==> config.mk <==
export PLATFORM = sky130hd
export DESIGN_NAME = unified_diff_line_classifier_top
export DESIGN_NICKNAME = d
export VERILOG_FILES = /design/src/sv/udlc_pkg.sv /design/src/sv/udlc_fifo.sv /design/src/sv/udlc_front.sv /design/src/sv/udlc_back.sv /design/src/sv/unified_diff_line_classifier_top.sv
export SDC_FILE = /design/constraint.sdc
export NUM_CORES = 2
export LEC_CHECK = 0
export BUFFER_PORTS_ARGS = -buffer_cell sky130_fd_sc_hd__buf_2
export CAP_MARGIN = 20
export CORE_UTILIZATION = 45
export DETAILED_ROUTE_END_ITERATION = 6
export PLACE_DENSITY = 0.59
export SLEW_MARGIN = 40
export SYNTH_ARGS = -nofsm -noshare
export SYNTH_HDL_FRONTEND = slang
export SYNTH_SLANG_ARGS = --single-unit
==> constraint.sdc <==
create_clock -name clk -period 12.7 [get_ports clk]
set_input_delay 1.27 -clock clk [delete_from_list [all_inputs] [get_ports clk]]
set_output_delay 1.27 -clock clk [all_outputs]
set_load 0.005 [all_outputs]
==> src/sv/udlc_pkg.sv <==
// ----------------------------------------------------------------------------
// udlc_pkg
// Shared types and constants of the unified diff line classifier.
// ----------------------------------------------------------------------------
package udlc_pkg;

  localparam int POS_BITS = 32;
  localparam int NUM_BITS = 32;
  localparam int NUM_PFX = 14;
  localparam int PFX_MAX_LEN = 19;
  localparam int GIT_LEN = 11;

  localparam logic [POS_BITS-1:0] POS_MAX = {POS_BITS{1'b1}};
  localparam logic [NUM_BITS-1:0] NUM_MAX = {NUM_BITS{1'b1}};

  // output kinds
  localparam logic [1:0] KIND_PLAIN = 2'd0;
  localparam logic [1:0] KIND_ADD   = 2'd1;
  localparam logic [1:0] KIND_REM   = 2'd2;
  localparam logic [1:0] KIND_HUNK  = 2'd3;

  // first-column classes
  localparam logic [2:0] LEAD_EMPTY = 3'd0;
  localparam logic [2:0] LEAD_PLUS  = 3'd1;
  localparam logic [2:0] LEAD_MINUS = 3'd2;
  localparam logic [2:0] LEAD_MARK  = 3'd3;
  localparam logic [2:0] LEAD_SPACE = 3'd4;
  localparam logic [2:0] LEAD_OTHER = 3'd5;

  localparam logic [8*PFX_MAX_LEN-1:0] PFX_TEXT [NUM_PFX] = '{
    (8*PFX_MAX_LEN)'("diff --git"), (8*PFX_MAX_LEN)'("index "),
    (8*PFX_MAX_LEN)'("--- "), (8*PFX_MAX_LEN)'("+++ "),
    (8*PFX_MAX_LEN)'("new file mode"), (8*PFX_MAX_LEN)'("deleted file mode"),
    (8*PFX_MAX_LEN)'("old mode"), (8*PFX_MAX_LEN)'("new mode"),
    (8*PFX_MAX_LEN)'("similarity index"), (8*PFX_MAX_LEN)'("dissimilarity index"),
    (8*PFX_MAX_LEN)'("rename from"), (8*PFX_MAX_LEN)'("rename to"),
    (8*PFX_MAX_LEN)'("copy from"), (8*PFX_MAX_LEN)'("copy to")
  };
  localparam logic [4:0] PFX_LEN [NUM_PFX] = '{
    5'd10, 5'd6, 5'd4, 5'd4, 5'd13, 5'd17, 5'd8, 5'd8, 5'd16, 5'd19, 5'd11, 5'd9,
    5'd9, 5'd7
  };
  localparam logic [8*GIT_LEN-1:0] GIT_TEXT = "diff --git ";

  // character of header prefix i at column c (c below its length)
  function automatic logic [7:0] pfx_char(input int i, input logic [4:0] c);
    int idx;
    idx = 8 * (int'(PFX_LEN[i]) - 1 - int'(c));
    if (idx < 0) idx = 0;
    return PFX_TEXT[i][idx +: 8];
  endfunction

  function automatic logic [7:0] git_char(input logic [4:0] c);
    int idx;
    idx = 8 * (GIT_LEN - 1 - int'(c));
    if (idx < 0) idx = 0;
    return GIT_TEXT[idx +: 8];
  endfunction

  // one classified line passed from front to back
  typedef struct packed {
    logic                has_rec;
    logic                last;
    logic [1:0]          kind;
    logic                use_old;
    logic                use_new;
    logic                load;
    logic [NUM_BITS-1:0] load_old;
    logic [NUM_BITS-1:0] load_new;
    logic [31:0]         offset;
    logic [31:0]         length;
  } event_t;

endpackage

==> src/sv/udlc_fifo.sv <==
// ----------------------------------------------------------------------------
// udlc_fifo
// Two-entry queue of line events between the front and back parts.
// ----------------------------------------------------------------------------
module udlc_fifo (
  input  logic            clk,
  input  logic            rst,
  input  logic            push,
  input  udlc_pkg::event_t push_data,
  output logic            push_ready,
  input  logic            pop,
  output udlc_pkg::event_t pop_data,
  output logic            pop_valid
);
  import udlc_pkg::*;

  event_t     entry [2];
  logic       wr_ptr;
  logic       rd_ptr;
  logic [1:0] count;

  assign push_ready = count != 2'd2;
  assign pop_valid  = count != 2'd0;
  assign pop_data   = entry[rd_ptr];

  always_ff @(posedge clk) begin
    if (push && push_ready) begin
      entry[wr_ptr] <= push_data;
    end
    if (rst) begin
      wr_ptr <= 1'b0;
      rd_ptr <= 1'b0;
      count  <= 2'd0;
    end else begin
      if (push && push_ready) wr_ptr <= ~wr_ptr;
      if (pop && pop_valid) rd_ptr <= ~rd_ptr;
      count <= count + 2'((push && push_ready) ? 1 : 0) - 2'((pop && pop_valid) ? 1 : 0);
    end
  end

  a_count_bound: assert property (@(posedge clk) disable iff (rst) count != 2'd3)
    else $error("queue count out of range");

endmodule

==> src/sv/udlc_front.sv <==
// ----------------------------------------------------------------------------
// udlc_front
// Absorbs code units, tracks prefix and hunk header matches, classifies lines.
// ----------------------------------------------------------------------------
module udlc_front (
  input  logic             clk,
  input  logic             rst,
  input  logic             in_valid,
  output logic             in_ready,
  input  logic [15:0]      code_unit,
  input  logic             last_of_text,
  output logic             push,
  output udlc_pkg::event_t ev,
  input  logic             push_ready
);
  import udlc_pkg::*;

  localparam logic [4:0] HS_AT1 = 5'd0, HS_AT2 = 5'd1, HS_SP = 5'd2, HS_MINUS = 5'd3,
    HS_OLD0 = 5'd4, HS_OLD = 5'd5, HS_OLDC0 = 5'd6, HS_OLDC = 5'd7, HS_PLUS = 5'd8,
    HS_NEW0 = 5'd9, HS_NEW = 5'd10, HS_NEWC0 = 5'd11, HS_NEWC = 5'd12, HS_AT3 = 5'd13,
    HS_AT4 = 5'd14, HS_DONE = 5'd15, HS_DEAD = 5'd16;

  logic [POS_BITS-1:0] text_position, line_start;
  logic [4:0]          column_index;
  logic [NUM_PFX-1:0]  header_alive_mask;
  logic                git_start_alive, triple_sign_alive, hunk_overflow, inside_hunk;
  logic [2:0]          lead_class;
  logic [4:0]          hunk_state;
  logic [NUM_BITS-1:0] hunk_old_value, hunk_new_value;

  // state with the current unit absorbed
  logic [4:0]          col_a;
  logic [NUM_PFX-1:0]  mask_a;
  logic                git_a, tri_a, ovf_a;
  logic [2:0]          lead_a;
  logic [4:0]          hs_a;
  logic [NUM_BITS-1:0] old_a, new_a;

  logic                nl, accept, line_end, dig, header, triple, ih_after, rec;
  logic [3:0]          digit;
  logic [15:0]         lead_ch;
  logic [NUM_BITS+3:0] acc_old, acc_new;
  logic [POS_BITS-1:0] pos_inc, end_pos;
  logic [31:0]         len;

  assign nl       = code_unit == 16'd10;
  assign in_ready = push_ready;
  assign accept   = in_valid && push_ready;
  assign line_end = nl || last_of_text;
  assign dig      = code_unit >= 16'h30 && code_unit <= 16'h39;
  assign digit    = dig ? code_unit[3:0] : 4'd0;
  assign lead_ch  = (lead_class == LEAD_PLUS) ? 16'h2B : 16'h2D;
  assign acc_old  = {hunk_old_value, 3'b0} + {2'b0, hunk_old_value, 1'b0} + (NUM_BITS+4)'(digit);
  assign acc_new  = {hunk_new_value, 3'b0} + {2'b0, hunk_new_value, 1'b0} + (NUM_BITS+4)'(digit);
  assign pos_inc  = (text_position == POS_MAX) ? POS_MAX : text_position + POS_BITS'(1);
  assign end_pos  = nl ? text_position : pos_inc;
  assign len      = 32'(end_pos - line_start);

  always_comb begin
    col_a  = column_index;
    mask_a = header_alive_mask;
    git_a  = git_start_alive;
    tri_a  = triple_sign_alive;
    lead_a = lead_class;
    hs_a   = hunk_state;
    old_a  = hunk_old_value;
    new_a  = hunk_new_value;
    ovf_a  = hunk_overflow;
    if (!nl) begin
      if (column_index == 5'd0) begin
        unique case (code_unit)
          16'h2B:  lead_a = LEAD_PLUS;
          16'h2D:  lead_a = LEAD_MINUS;
          16'h5C:  lead_a = LEAD_MARK;
          16'h20:  lead_a = LEAD_SPACE;
          default: lead_a = LEAD_OTHER;
        endcase
        tri_a = code_unit == 16'h2B || code_unit == 16'h2D;
      end else if (column_index < 5'd3 && code_unit != lead_ch) begin
        tri_a = 1'b0;
      end
      if (column_index < 5'(GIT_LEN) && code_unit != {8'h00, git_char(column_index)}) begin
        git_a = 1'b0;
      end
      for (int i = 0; i < NUM_PFX; i++) begin
        if (column_index < PFX_LEN[i] && code_unit != {8'h00, pfx_char(i, column_index)}) begin
          mask_a[i] = 1'b0;
        end
      end
      col_a = (column_index == 5'd31) ? column_index : column_index + 5'd1;
      unique case (hunk_state)
        HS_AT1:   hs_a = (code_unit == 16'h40) ? HS_AT2 : HS_DEAD;
        HS_AT2:   hs_a = (code_unit == 16'h40) ? HS_SP : HS_DEAD;
        HS_SP:    hs_a = (code_unit == 16'h20) ? HS_MINUS : HS_DEAD;
        HS_MINUS: hs_a = (code_unit == 16'h2D) ? HS_OLD0 : HS_DEAD;
        HS_OLD0, HS_OLD: begin
          if (dig) begin
            hs_a = HS_OLD;
            if (hunk_state == HS_OLD0) begin
              old_a = NUM_BITS'(digit);
            end else if (acc_old[NUM_BITS+3:NUM_BITS] != 4'd0) begin
              old_a = NUM_MAX;
              ovf_a = 1'b1;
            end else begin
              old_a = acc_old[NUM_BITS-1:0];
            end
          end else if (hunk_state == HS_OLD0) hs_a = HS_DEAD;
          else if (code_unit == 16'h2C) hs_a = HS_OLDC0;
          else if (code_unit == 16'h20) hs_a = HS_PLUS;
          else hs_a = HS_DEAD;
        end
        HS_OLDC0: hs_a = dig ? HS_OLDC : HS_DEAD;
        HS_OLDC:  hs_a = dig ? HS_OLDC : (code_unit == 16'h20) ? HS_PLUS : HS_DEAD;
        HS_PLUS:  hs_a = (code_unit == 16'h2B) ? HS_NEW0 : HS_DEAD;
        HS_NEW0, HS_NEW: begin
          if (dig) begin
            hs_a = HS_NEW;
            if (hunk_state == HS_NEW0) begin
              new_a = NUM_BITS'(digit);
            end else if (acc_new[NUM_BITS+3:NUM_BITS] != 4'd0) begin
              new_a = NUM_MAX;
              ovf_a = 1'b1;
            end else begin
              new_a = acc_new[NUM_BITS-1:0];
            end
          end else if (hunk_state == HS_NEW0) hs_a = HS_DEAD;
          else if (code_unit == 16'h2C) hs_a = HS_NEWC0;
          else if (code_unit == 16'h20) hs_a = HS_AT3;
          else hs_a = HS_DEAD;
        end
        HS_NEWC0: hs_a = dig ? HS_NEWC : HS_DEAD;
        HS_NEWC:  hs_a = dig ? HS_NEWC : (code_unit == 16'h20) ? HS_AT3 : HS_DEAD;
        HS_AT3:   hs_a = (code_unit == 16'h40) ? HS_AT4 : HS_DEAD;
        HS_AT4:   hs_a = (code_unit == 16'h40) ? HS_DONE : HS_DEAD;
        HS_DONE:  hs_a = HS_DONE;
        default:  hs_a = HS_DEAD;
      endcase
    end
  end

  // line classification
  always_comb begin
    header = 1'b0;
    for (int i = 0; i < NUM_PFX; i++) begin
      if (mask_a[i] && col_a >= PFX_LEN[i]) header = 1'b1;
    end
    triple   = tri_a && col_a >= 5'd3;
    ih_after = inside_hunk;
    if (git_a && col_a >= 5'(GIT_LEN)) ih_after = 1'b0;
    rec      = 1'b1;
    ev       = '0;
    ev.offset   = 32'(line_start);
    ev.length   = len;
    ev.load_old = old_a;
    ev.load_new = new_a;
    if (hs_a == HS_DONE) begin
      ih_after = 1'b1;
      ev.kind  = KIND_HUNK;
      ev.load  = !ovf_a;
    end else if (!ih_after && header) begin
      rec = 1'b0;
    end else if (lead_a == LEAD_PLUS && (ih_after || !triple)) begin
      ev.kind    = KIND_ADD;
      ev.use_new = 1'b1;
    end else if (lead_a == LEAD_MINUS && (ih_after || !triple)) begin
      ev.kind    = KIND_REM;
      ev.use_old = 1'b1;
    end else if (lead_a == LEAD_MARK) begin
      ev.kind = KIND_PLAIN;
    end else begin
      ev.kind    = KIND_PLAIN;
      ev.use_old = 1'b1;
      ev.use_new = 1'b1;
      if (lead_a == LEAD_SPACE) begin
        ev.offset = 32'(line_start) + 32'd1;
        ev.length = len - 32'd1;
      end
    end
    ev.has_rec = line_end && rec;
    ev.last    = last_of_text;
  end

  assign push = accept && (ev.has_rec || last_of_text);

  always_ff @(posedge clk) begin
    if (rst || (accept && (last_of_text || nl))) begin
      column_index      <= 5'd0;
      header_alive_mask <= '1;
      git_start_alive   <= 1'b1;
      triple_sign_alive <= 1'b1;
      lead_class        <= LEAD_EMPTY;
      hunk_state        <= HS_AT1;
      hunk_old_value    <= '0;
      hunk_new_value    <= '0;
      hunk_overflow     <= 1'b0;
    end else if (accept) begin
      column_index      <= col_a;
      header_alive_mask <= mask_a;
      git_start_alive   <= git_a;
      triple_sign_alive <= tri_a;
      lead_class        <= lead_a;
      hunk_state        <= hs_a;
      hunk_old_value    <= old_a;
      hunk_new_value    <= new_a;
      hunk_overflow     <= ovf_a;
    end
    if (rst || (accept && last_of_text)) begin
      text_position <= '0;
      line_start    <= '0;
      inside_hunk   <= 1'b0;
    end else if (accept) begin
      text_position <= pos_inc;
      if (nl) begin
        line_start  <= pos_inc;
        inside_hunk <= ih_after;
      end
    end
  end

  a_line_start_le_pos: assert property (@(posedge clk) disable iff (rst)
    line_start <= text_position)
    else $error("line start ahead of text position");
  a_nl_resets_col: assert property (@(posedge clk) disable iff (rst)
    accept && nl |=> column_index == 5'd0)
    else $error("column not cleared after newline");

endmodule

==> src/sv/udlc_back.sv <==
// ----------------------------------------------------------------------------
// udlc_back
// Keeps the old and new line counters and forms the output record.
// ----------------------------------------------------------------------------
module udlc_back (
  input  logic             clk,
  input  logic             rst,
  input  logic             q_valid,
  input  udlc_pkg::event_t q_data,
  output logic             pop,
  output logic             out_valid,
  input  logic             out_ready,
  output logic [1:0]       kind,
  output logic [31:0]      text_offset,
  output logic [31:0]      text_length,
  output logic             old_valid,
  output logic [31:0]      old_number,
  output logic             new_valid,
  output logic [31:0]      new_number
);
  import udlc_pkg::*;

  logic [NUM_BITS-1:0] old_counter, new_counter;
  logic [NUM_BITS-1:0] old_inc, new_inc;

  assign pop     = q_valid && (!out_valid || out_ready);
  assign old_inc = (old_counter == NUM_MAX) ? old_counter : old_counter + NUM_BITS'(1);
  assign new_inc = (new_counter == NUM_MAX) ? new_counter : new_counter + NUM_BITS'(1);

  always_ff @(posedge clk) begin
    if (pop && q_data.has_rec) begin
      kind        <= q_data.kind;
      text_offset <= q_data.offset;
      text_length <= q_data.length;
      old_valid   <= q_data.use_old;
      new_valid   <= q_data.use_new;
      old_number  <= q_data.use_old ? 32'(old_counter) : 32'd0;
      new_number  <= q_data.use_new ? 32'(new_counter) : 32'd0;
    end
    if (rst) begin
      out_valid   <= 1'b0;
      old_counter <= '0;
      new_counter <= '0;
    end else begin
      if (pop) out_valid <= q_data.has_rec;
      else if (out_ready) out_valid <= 1'b0;
      if (pop) begin
        if (q_data.last) begin
          old_counter <= '0;
          new_counter <= '0;
        end else if (q_data.has_rec) begin
          if (q_data.load) begin
            old_counter <= q_data.load_old;
            new_counter <= q_data.load_new;
          end else begin
            if (q_data.use_old) old_counter <= old_inc;
            if (q_data.use_new) new_counter <= new_inc;
          end
        end
      end
    end
  end

  a_hunk_unnumbered: assert property (@(posedge clk) disable iff (rst)
    out_valid && kind == KIND_HUNK |-> !old_valid && !new_valid)
    else $error("hunk record carries line numbers");
  a_last_clears: assert property (@(posedge clk) disable iff (rst)
    pop && q_data.last |=> old_counter == '0 && new_counter == '0)
    else $error("counters not cleared at end of text");

endmodule

==> src/sv/unified_diff_line_classifier_top.sv <==
// ----------------------------------------------------------------------------
// unified_diff_line_classifier_top
// Classifies unified-diff lines streamed one code unit per cycle while in_ready is high.
// ----------------------------------------------------------------------------
// a line's event is queued, then popped into the registers that drive out_valid
// throughput: one unit per cycle unless the queue is full; combinational front match
// a two-entry queue separates line classification from the counter/output side
// reset (rst, synchronous) clears position, matchers, counters and the queue
module unified_diff_line_classifier_top (
  input  logic        clk,
  input  logic        rst,
  input  logic        in_valid,
  output logic        in_ready,
  input  logic [15:0] code_unit,
  input  logic        last_of_text,
  output logic        out_valid,
  input  logic        out_ready,
  output logic [1:0]  kind,
  output logic [31:0] text_offset,
  output logic [31:0] text_length,
  output logic        old_valid,
  output logic [31:0] old_number,
  output logic        new_valid,
  output logic [31:0] new_number
);
  import udlc_pkg::*;

  event_t push_ev, pop_ev;
  logic   push, push_ready, pop, pop_valid;

  udlc_front u_front (
    .clk, .rst, .in_valid, .in_ready, .code_unit, .last_of_text,
    .push(push), .ev(push_ev), .push_ready(push_ready)
  );

  udlc_fifo u_fifo (
    .clk, .rst, .push(push), .push_data(push_ev), .push_ready(push_ready),
    .pop(pop), .pop_data(pop_ev), .pop_valid(pop_valid)
  );

  udlc_back u_back (
    .clk, .rst, .q_valid(pop_valid), .q_data(pop_ev), .pop(pop),
    .out_valid, .out_ready, .kind, .text_offset, .text_length,
    .old_valid, .old_number, .new_valid, .new_number
  );

endmodule
[Word-level counts from Yosys, hierarchy flattened]
Memory sizes are Yosys's and may differ from the RTL's. A register that Yosys moved wholly into a read port is not among the register bits.
Cells that the tools add are included.
Word-level totals
  output and inout port bits: 134
  register bits after elaboration: 360
  memory bits (writable): 270
  memories: 1
Memory list
  u_fifo.entry: depth 2, width 135, read ports 1, clocked after memory_dff 1, wr ports 1, line udlc_fifo.sv:17  | event_t entry [2];
Operators by class
  add/sub/neg operators: 24
  bitwise gates (word level): 2
  shift-type cells: 15
  reductions and logical operators: 70
  equality and inequality tests: 51
  muxes and demuxes: 142
  order comparisons: 37
Operators by type and width (count)
  152-bit by 32-bit variable part select with 8-bit output (first input constant): 14
  32-bit 2-to-1 mux: 44
  64-bit 2-to-1 mux: 6
  32-bit by 1-bit < comparator with 1-bit output (second input constant): 11
  16-bit by 8-bit inequality test with 1-bit output: 15
  32-bit by 1-bit adder with 32-bit output (second input constant): 4
  5-bit 2-to-1 mux: 22
  32-bit == test (second input constant): 3
  88-bit by 32-bit variable part select with 8-bit output (first input constant): 1
  35-bit by 33-bit adder with 36-bit output: 2
  36-bit by 4-bit adder with 36-bit output: 2
  5-bit one-hot mux with 14 select lines: 1
  16-bit by 6-bit == test with 1-bit output (second input constant): 4
  1-bit 2-to-1 mux: 56
  5-bit by 4-bit == test with 1-bit output (second input constant): 9
  1-bit logical AND: 45
  16-bit by 7-bit == test with 1-bit output (second input constant): 2
  32-bit by 1-bit subtractor with 32-bit output (second input constant): 1
  32-bit subtractor: 1
  4-bit by 5-bit subtractor with 6-bit output (first input constant): 5
  5-bit by 4-bit greater-or-equal comparator with 1-bit output (second input constant): 5
  5-bit by 4-bit < comparator with 1-bit output (second input constant): 5
  5-bit by 3-bit == test with 1-bit output (second input constant): 4
  3-bit by 5-bit subtractor with 6-bit output (first input constant): 3
  39 further kinds: 76

[Depth between registers and ports, before layout]
  depth after elaboration: 34
  depth in mapped cells: 29
  depth with buffers taken out: 23

[Modules after synthesis]
Synthesis repeated with hierarchy kept, for this count alone.
Second synthesis, totals
  cell total of the unflattened synthesis: 4337
  area total of the unflattened synthesis: 40974.3 um^2
Modules (own cells, without submodules)
  udlc_front: instances 1, cells an instance 3078, seq. area each 3183.1 um^2, area an instance 21680.8 um^2
  udlc_fifo: instances 1, cells an instance 444, seq. area each 8207.9 um^2, area an instance 10162.2 um^2
  udlc_back: instances 1, cells an instance 815, seq. area each 5265.0 um^2, area an instance 9131.3 um^2

[Least setup slack after synthesis]
No wires, ideal clock.
  path type: reg-to-reg
  start: register u_front.column_index[1]
  end: memory u_fifo.entry[0][0] (netlist bit), enable pin
  data required time: 12.190 ns
  slack: 4.789 ns
  path buffers: 4
  period minus slack after synthesis: 7.911 ns
  cell stages (with the launch flop): 19
  data arrival time: 7.400 ns
  cell sequence: dfxtp_1 buf_2 clkinv_1 ha_1 clkbuf_1 clkbuf_1 clkbuf_1 nand2_1 ha_1 or3_1 o221ai_1 mux2_2 nand4_1 nor4_1 o211ai_1 o2111a_1 nand3_1 a211oi_1 and2_1
Between the ends
  cells in the longest elaborated chain, start to end: 33
  elaborated cells between the ends (all ways): 172
RTL lines
  from (decl): line udlc_front.sv:24  | logic [4:0] column_index;
  from (signal assigned): line udlc_front.sv:197  | column_index <= col_a;
  4-bit by 5-bit subtractor with 6-bit output: line udlc_pkg.sv:48  | idx = 8 * (int'(PFX_LEN[i]) - 1 - int'(c));
  32-bit by 1-bit < comparator with 1-bit output: line udlc_pkg.sv:49  | if (idx < 0) idx = 0;
  32-bit 2-to-1 mux: line udlc_pkg.sv:49
  32-bit 2-to-1 mux: line udlc_front.sv:69  | if (!nl) begin
  152-bit by 32-bit variable part select with 8-bit output: line udlc_pkg.sv:50  | return PFX_TEXT[i][idx +: 8];
  16-bit by 8-bit inequality test with 1-bit output: line udlc_front.sv:86  | if (column_index < PFX_LEN[i] && code_unit != {8'h00, pfx_char(i, column_index)}) begin
  1-bit logical AND: line udlc_front.sv:86
  1-bit 2-to-1 mux: line udlc_front.sv:86
  [17 not listed]
  1-bit 2-to-1 mux *: line udlc_front.sv:160  | end else if (!ih_after && header) begin
  1-bit 2-to-1 mux *: line udlc_front.sv:156  | if (hs_a == HS_DONE) begin
  1-bit logical AND *: line udlc_front.sv:179  | ev.has_rec = line_end && rec;
  1-bit logical OR *: line udlc_front.sv:183  | assign push = accept && (ev.has_rec || last_of_text);
  1-bit logical AND *: line udlc_front.sv:183
  1-bit logical AND *: line udlc_fifo.sv:27  | if (push && push_ready) begin
  1-bit 2-to-1 mux *: line udlc_fifo.sv:27
  1-bit 2-to-1 mux (not written as such) *: line udlc_fifo.sv:28  | entry[wr_ptr] <= push_data;
  to (decl): line udlc_fifo.sv:17
Mark *: on every way between the ends. The rest lies on a longest branch, timed or not. The select of a mux whose other input is x is not followed.

==> summary.md <==
| Metric | Value |
|---|---|
| Die height | 299 um |
| Worst endpoint data arrival time | 8.24 ns |
| Number of flops mapped to enable cells by yosys | around 400 |
| Max reg flops | 270 |
| Largest Register | u_fifo.entry |
| Most frequent cells after synthesis | 457 x nand2_1, 402 x edfxtp_1, 326 x a21oi_1, 309 x o21ai_0, 308 x nor2_1 |
| Gp weighted congestion | approximately 0.90 |
| DR iter-0 viols | 2691 |
| Tmin final | approximately 8 ns |
| DR vias | between 30000 and 40000 |
| Final global-route overflow total | 0 |
| Critical path endpoint category | flip-flop |
| Ant. Diodes | 0 |
| Final slew viol count | 0 |
| Area leader, netlist | edfxtp_1 |
| FMAX | 126 MHz |
| CTS root buffer | clkbuf_16 |
| Clock latency on the worst-skew pair | 0.64 ns |
| Synth cell types | between 100 and 150 |
| CP max FO | 34 |
| Worst Skew | 0.0514 ns |
| RSZ-0062 raised after global routing | false |
| Clock slew at reported path FFs | about 0.060 ns |
| Largest net degree at the start of global routing | slightly below 90 |
| Port buffer count | 154 |
| Final instance area | 43700 sq um |
| Global-route wire length before repair | 176000 um |
| Initial core utilization | 45.6% |
| Share of layout cells above drive strength 1 | 11.2% |
| Die Wd | 299 um |
| Slew HR | 42.9% |
| VDD IR max | 99.3 uV |
| WP data required | between 10 and 15 ns |
| Post-Route WL | 112000 um |
| Syn avg cell area | ~9.3 sq um |
| Main area contributors after synthesis | edfxtp_1 30%, dfxtp_1 12%, ha_1 7.0% |
| Clock power share | between 30% and 40% |
| Post-synthesis async set-or-reset flop share | 0% |
| Syn nets | 4525 |
| Die Footprint | 89400 sq um |
| Leak pwr | 16.5 nW |
| Post-DP HPWL | 77200 um |
| Mapped cell area | a little under 40000 sq um |
| Cells after Synth | 4276 |
| CTS tree | yes |
| Yosys top cell area share | 30.4% |
| Sequential power share | 40.6% |
| Finish-stage setup viols | 0 |
| Top FF cell, synth | edfxtp_1 |
| Status | completed |
| Cts hold-fix bufs | 0 |
| Worst setup path category | input pin to flip-flop |
| CTS resizes | 0 |
| Final Hold Fails | 0 |
| Period utilisation layout | 62.4% |
| Area after DPL | 41400 sq um |
| Net Sw Power | approximately 2.2 mW |
| Sequential area share after synthesis | a little over two fifths |
| Max_cap viols | 0 |
| Switching Share | 33.2% |
| Routed len/inst | 20.3 um |
| ANT nets after route | 0 |
| Hold WC Path Type | flip-flop to flip-flop |
| Combinational group share of total power | about 28% |
| Vias in the first global route | 30600 |
| Total clock sinks | 631 |
| #FFs+latches synth | between 600 and 700 |
| P_int | 4.45 mW |
| Crit start category | input pin |
| Total track usage | about a quarter |
| Post-CTS setup repair buffer count | 0 |
| CTS Buf Count | 71 |
| Initial antenna violation count | 0 |
| Drt pass-1 iters | 6 |
| Worst-margin pin slew | 0.854 ns |
| Residual DRC | 0 |
| DR vias/cell | 5.94 |
| Area Overhead vs Synth | 10.2% |
| TNS Setup | 0 ns |
| Pwr Density | 152 nW/um^2 |
| CTS H-Tree Depth | 3 |
| YS warnings | 0 |
| Count leader, synth | nand2_1 |
| # fillers | 8191 |
| Clk buf depth | 3 |
| # nets final | around 4500 |
| Ports | 155 |
| CORE AREA | 87000 sq um |
| FP Rows | between 100 and 150 |
metal layers:
| metal | wire length (um) | share of wire (%) | track usage (%) |
|---|---|---|---|
| met2 | 47900 | 43 | 36.8 |
| met5 | 0 | 0 | 0 |
| met3 | 7170 | 6.4 | 3.75 |
| met1 | 54000 | 48 | 36.2 |
| met4 | 2660 | 2.4 | 7.06 |
cell type report:
type | instances | area, sq um | share of cell area [%]
Timing Repair Buffer | 212 | 1230 | 2.81
Clock inverter | 29 | 365 | 0.835
Inverter | 120 | 455 | 1.04
Sequential cell | 631 | 16700 | 38.1
Tap cell | 1155 | 1450 | 3.30
Multi-Input combinational cell | 3259 | 21600 | 49.5
Clock buffer | 100 | 1960 | 4.47
worst max-delay path, stage by stage:
cell and delay (ns):
buf_2 0.55, nand4_1 0.48, nor2_1 0.72, nand2_1 0.30, fa_1 0.55, inv_1 0.07
fa_1 0.45, a21o_1 0.21, a221o_1 0.33, o41ai_2 0.38, o221a_2 0.33, o21bai_1 0.13
a221o_1 0.44, a2111oi_0 0.46, or3_1 0.17, nand4_1 0.59, buf_4 0.49, nor2_1 0.17
o21ai_0 0.13
cell families (layout without fill, tap and decap cells):
group / count (synthesis) / after routing / share of synthesized area [%]
xor+xnor: 242 / 242 / 5.39
compound gates: 1163 / 1163 / 18.5
flops: 631 / 631 / 42.0
buf+inv: 386 / 461 / 3.95
simple gates: 1472 / 1472 / 18.8
mux: 154 / 154 / 4.16
fa+ha+maj: 228 / 228 / 7.28
layout by cell type (no fill, tap or decap), types with 81 or more instances in the layout:
master    instances
nand2_1         454
nor2_1          304
a21oi_1         326
nor3_1          110
buf_2           154
nor2b_1          92
o21ai_0         307
a211oi_1         81
xnor2_1         157
ha_1            222
inv_1           116
nand3_1          99
dfxtp_1         227
edfxtp_1        402
worst paths after layout:
kind,cells past startpoint,from,end,slack [ns]
worst min-delay path,2,u_front.git_start_alive$_SDFFE_PP1P_,u_front.git_start_alive$_SDFFE_PP1P_,0.45
worst max-delay path,19,code_unit[5],u_fifo.entry[1][74]$_DFFE_PP_,4.77
worst max register to register,19,u_front.column_index[3]$_SDFFE_PP0P_,u_fifo.entry[1][74]$_DFFE_PP_,4.95
worst min register to register,2,u_front.git_start_alive$_SDFFE_PP1P_,u_front.git_start_alive$_SDFFE_PP1P_,0.45
through the flow:
stage	setup slack (ns)	hold slack, ns	util [%]	power (mW)	instances
2_1_floorplan	4.79	0.416	-	4.02	4276
3_3_place_gp	4.35	0.431	47.5	4.62	5376
3_5_place_dp	4.19	0.436	47.6	4.63	5377
4_1_cts	4.82	0.445	50.2	6.69	5506
5_1_grt	4.33	0.461	50.3	7.00	5506
6_report	4.77	0.445	50.3	6.67	5506
power groups by stage:
stage,Combinational [mW],Sequential (mW),Clock (mW)
6_report,1.90,2.71,2.06
5_1_grt,2.09,2.74,2.18
4_1_cts,1.89,2.71,2.10
3_5_place_dp,1.88,2.75,0
3_3_place_gp,1.87,2.75,0
2_1_floorplan,1.29,2.73,0
Note: power is estimated with default switching activity, not from simulation.
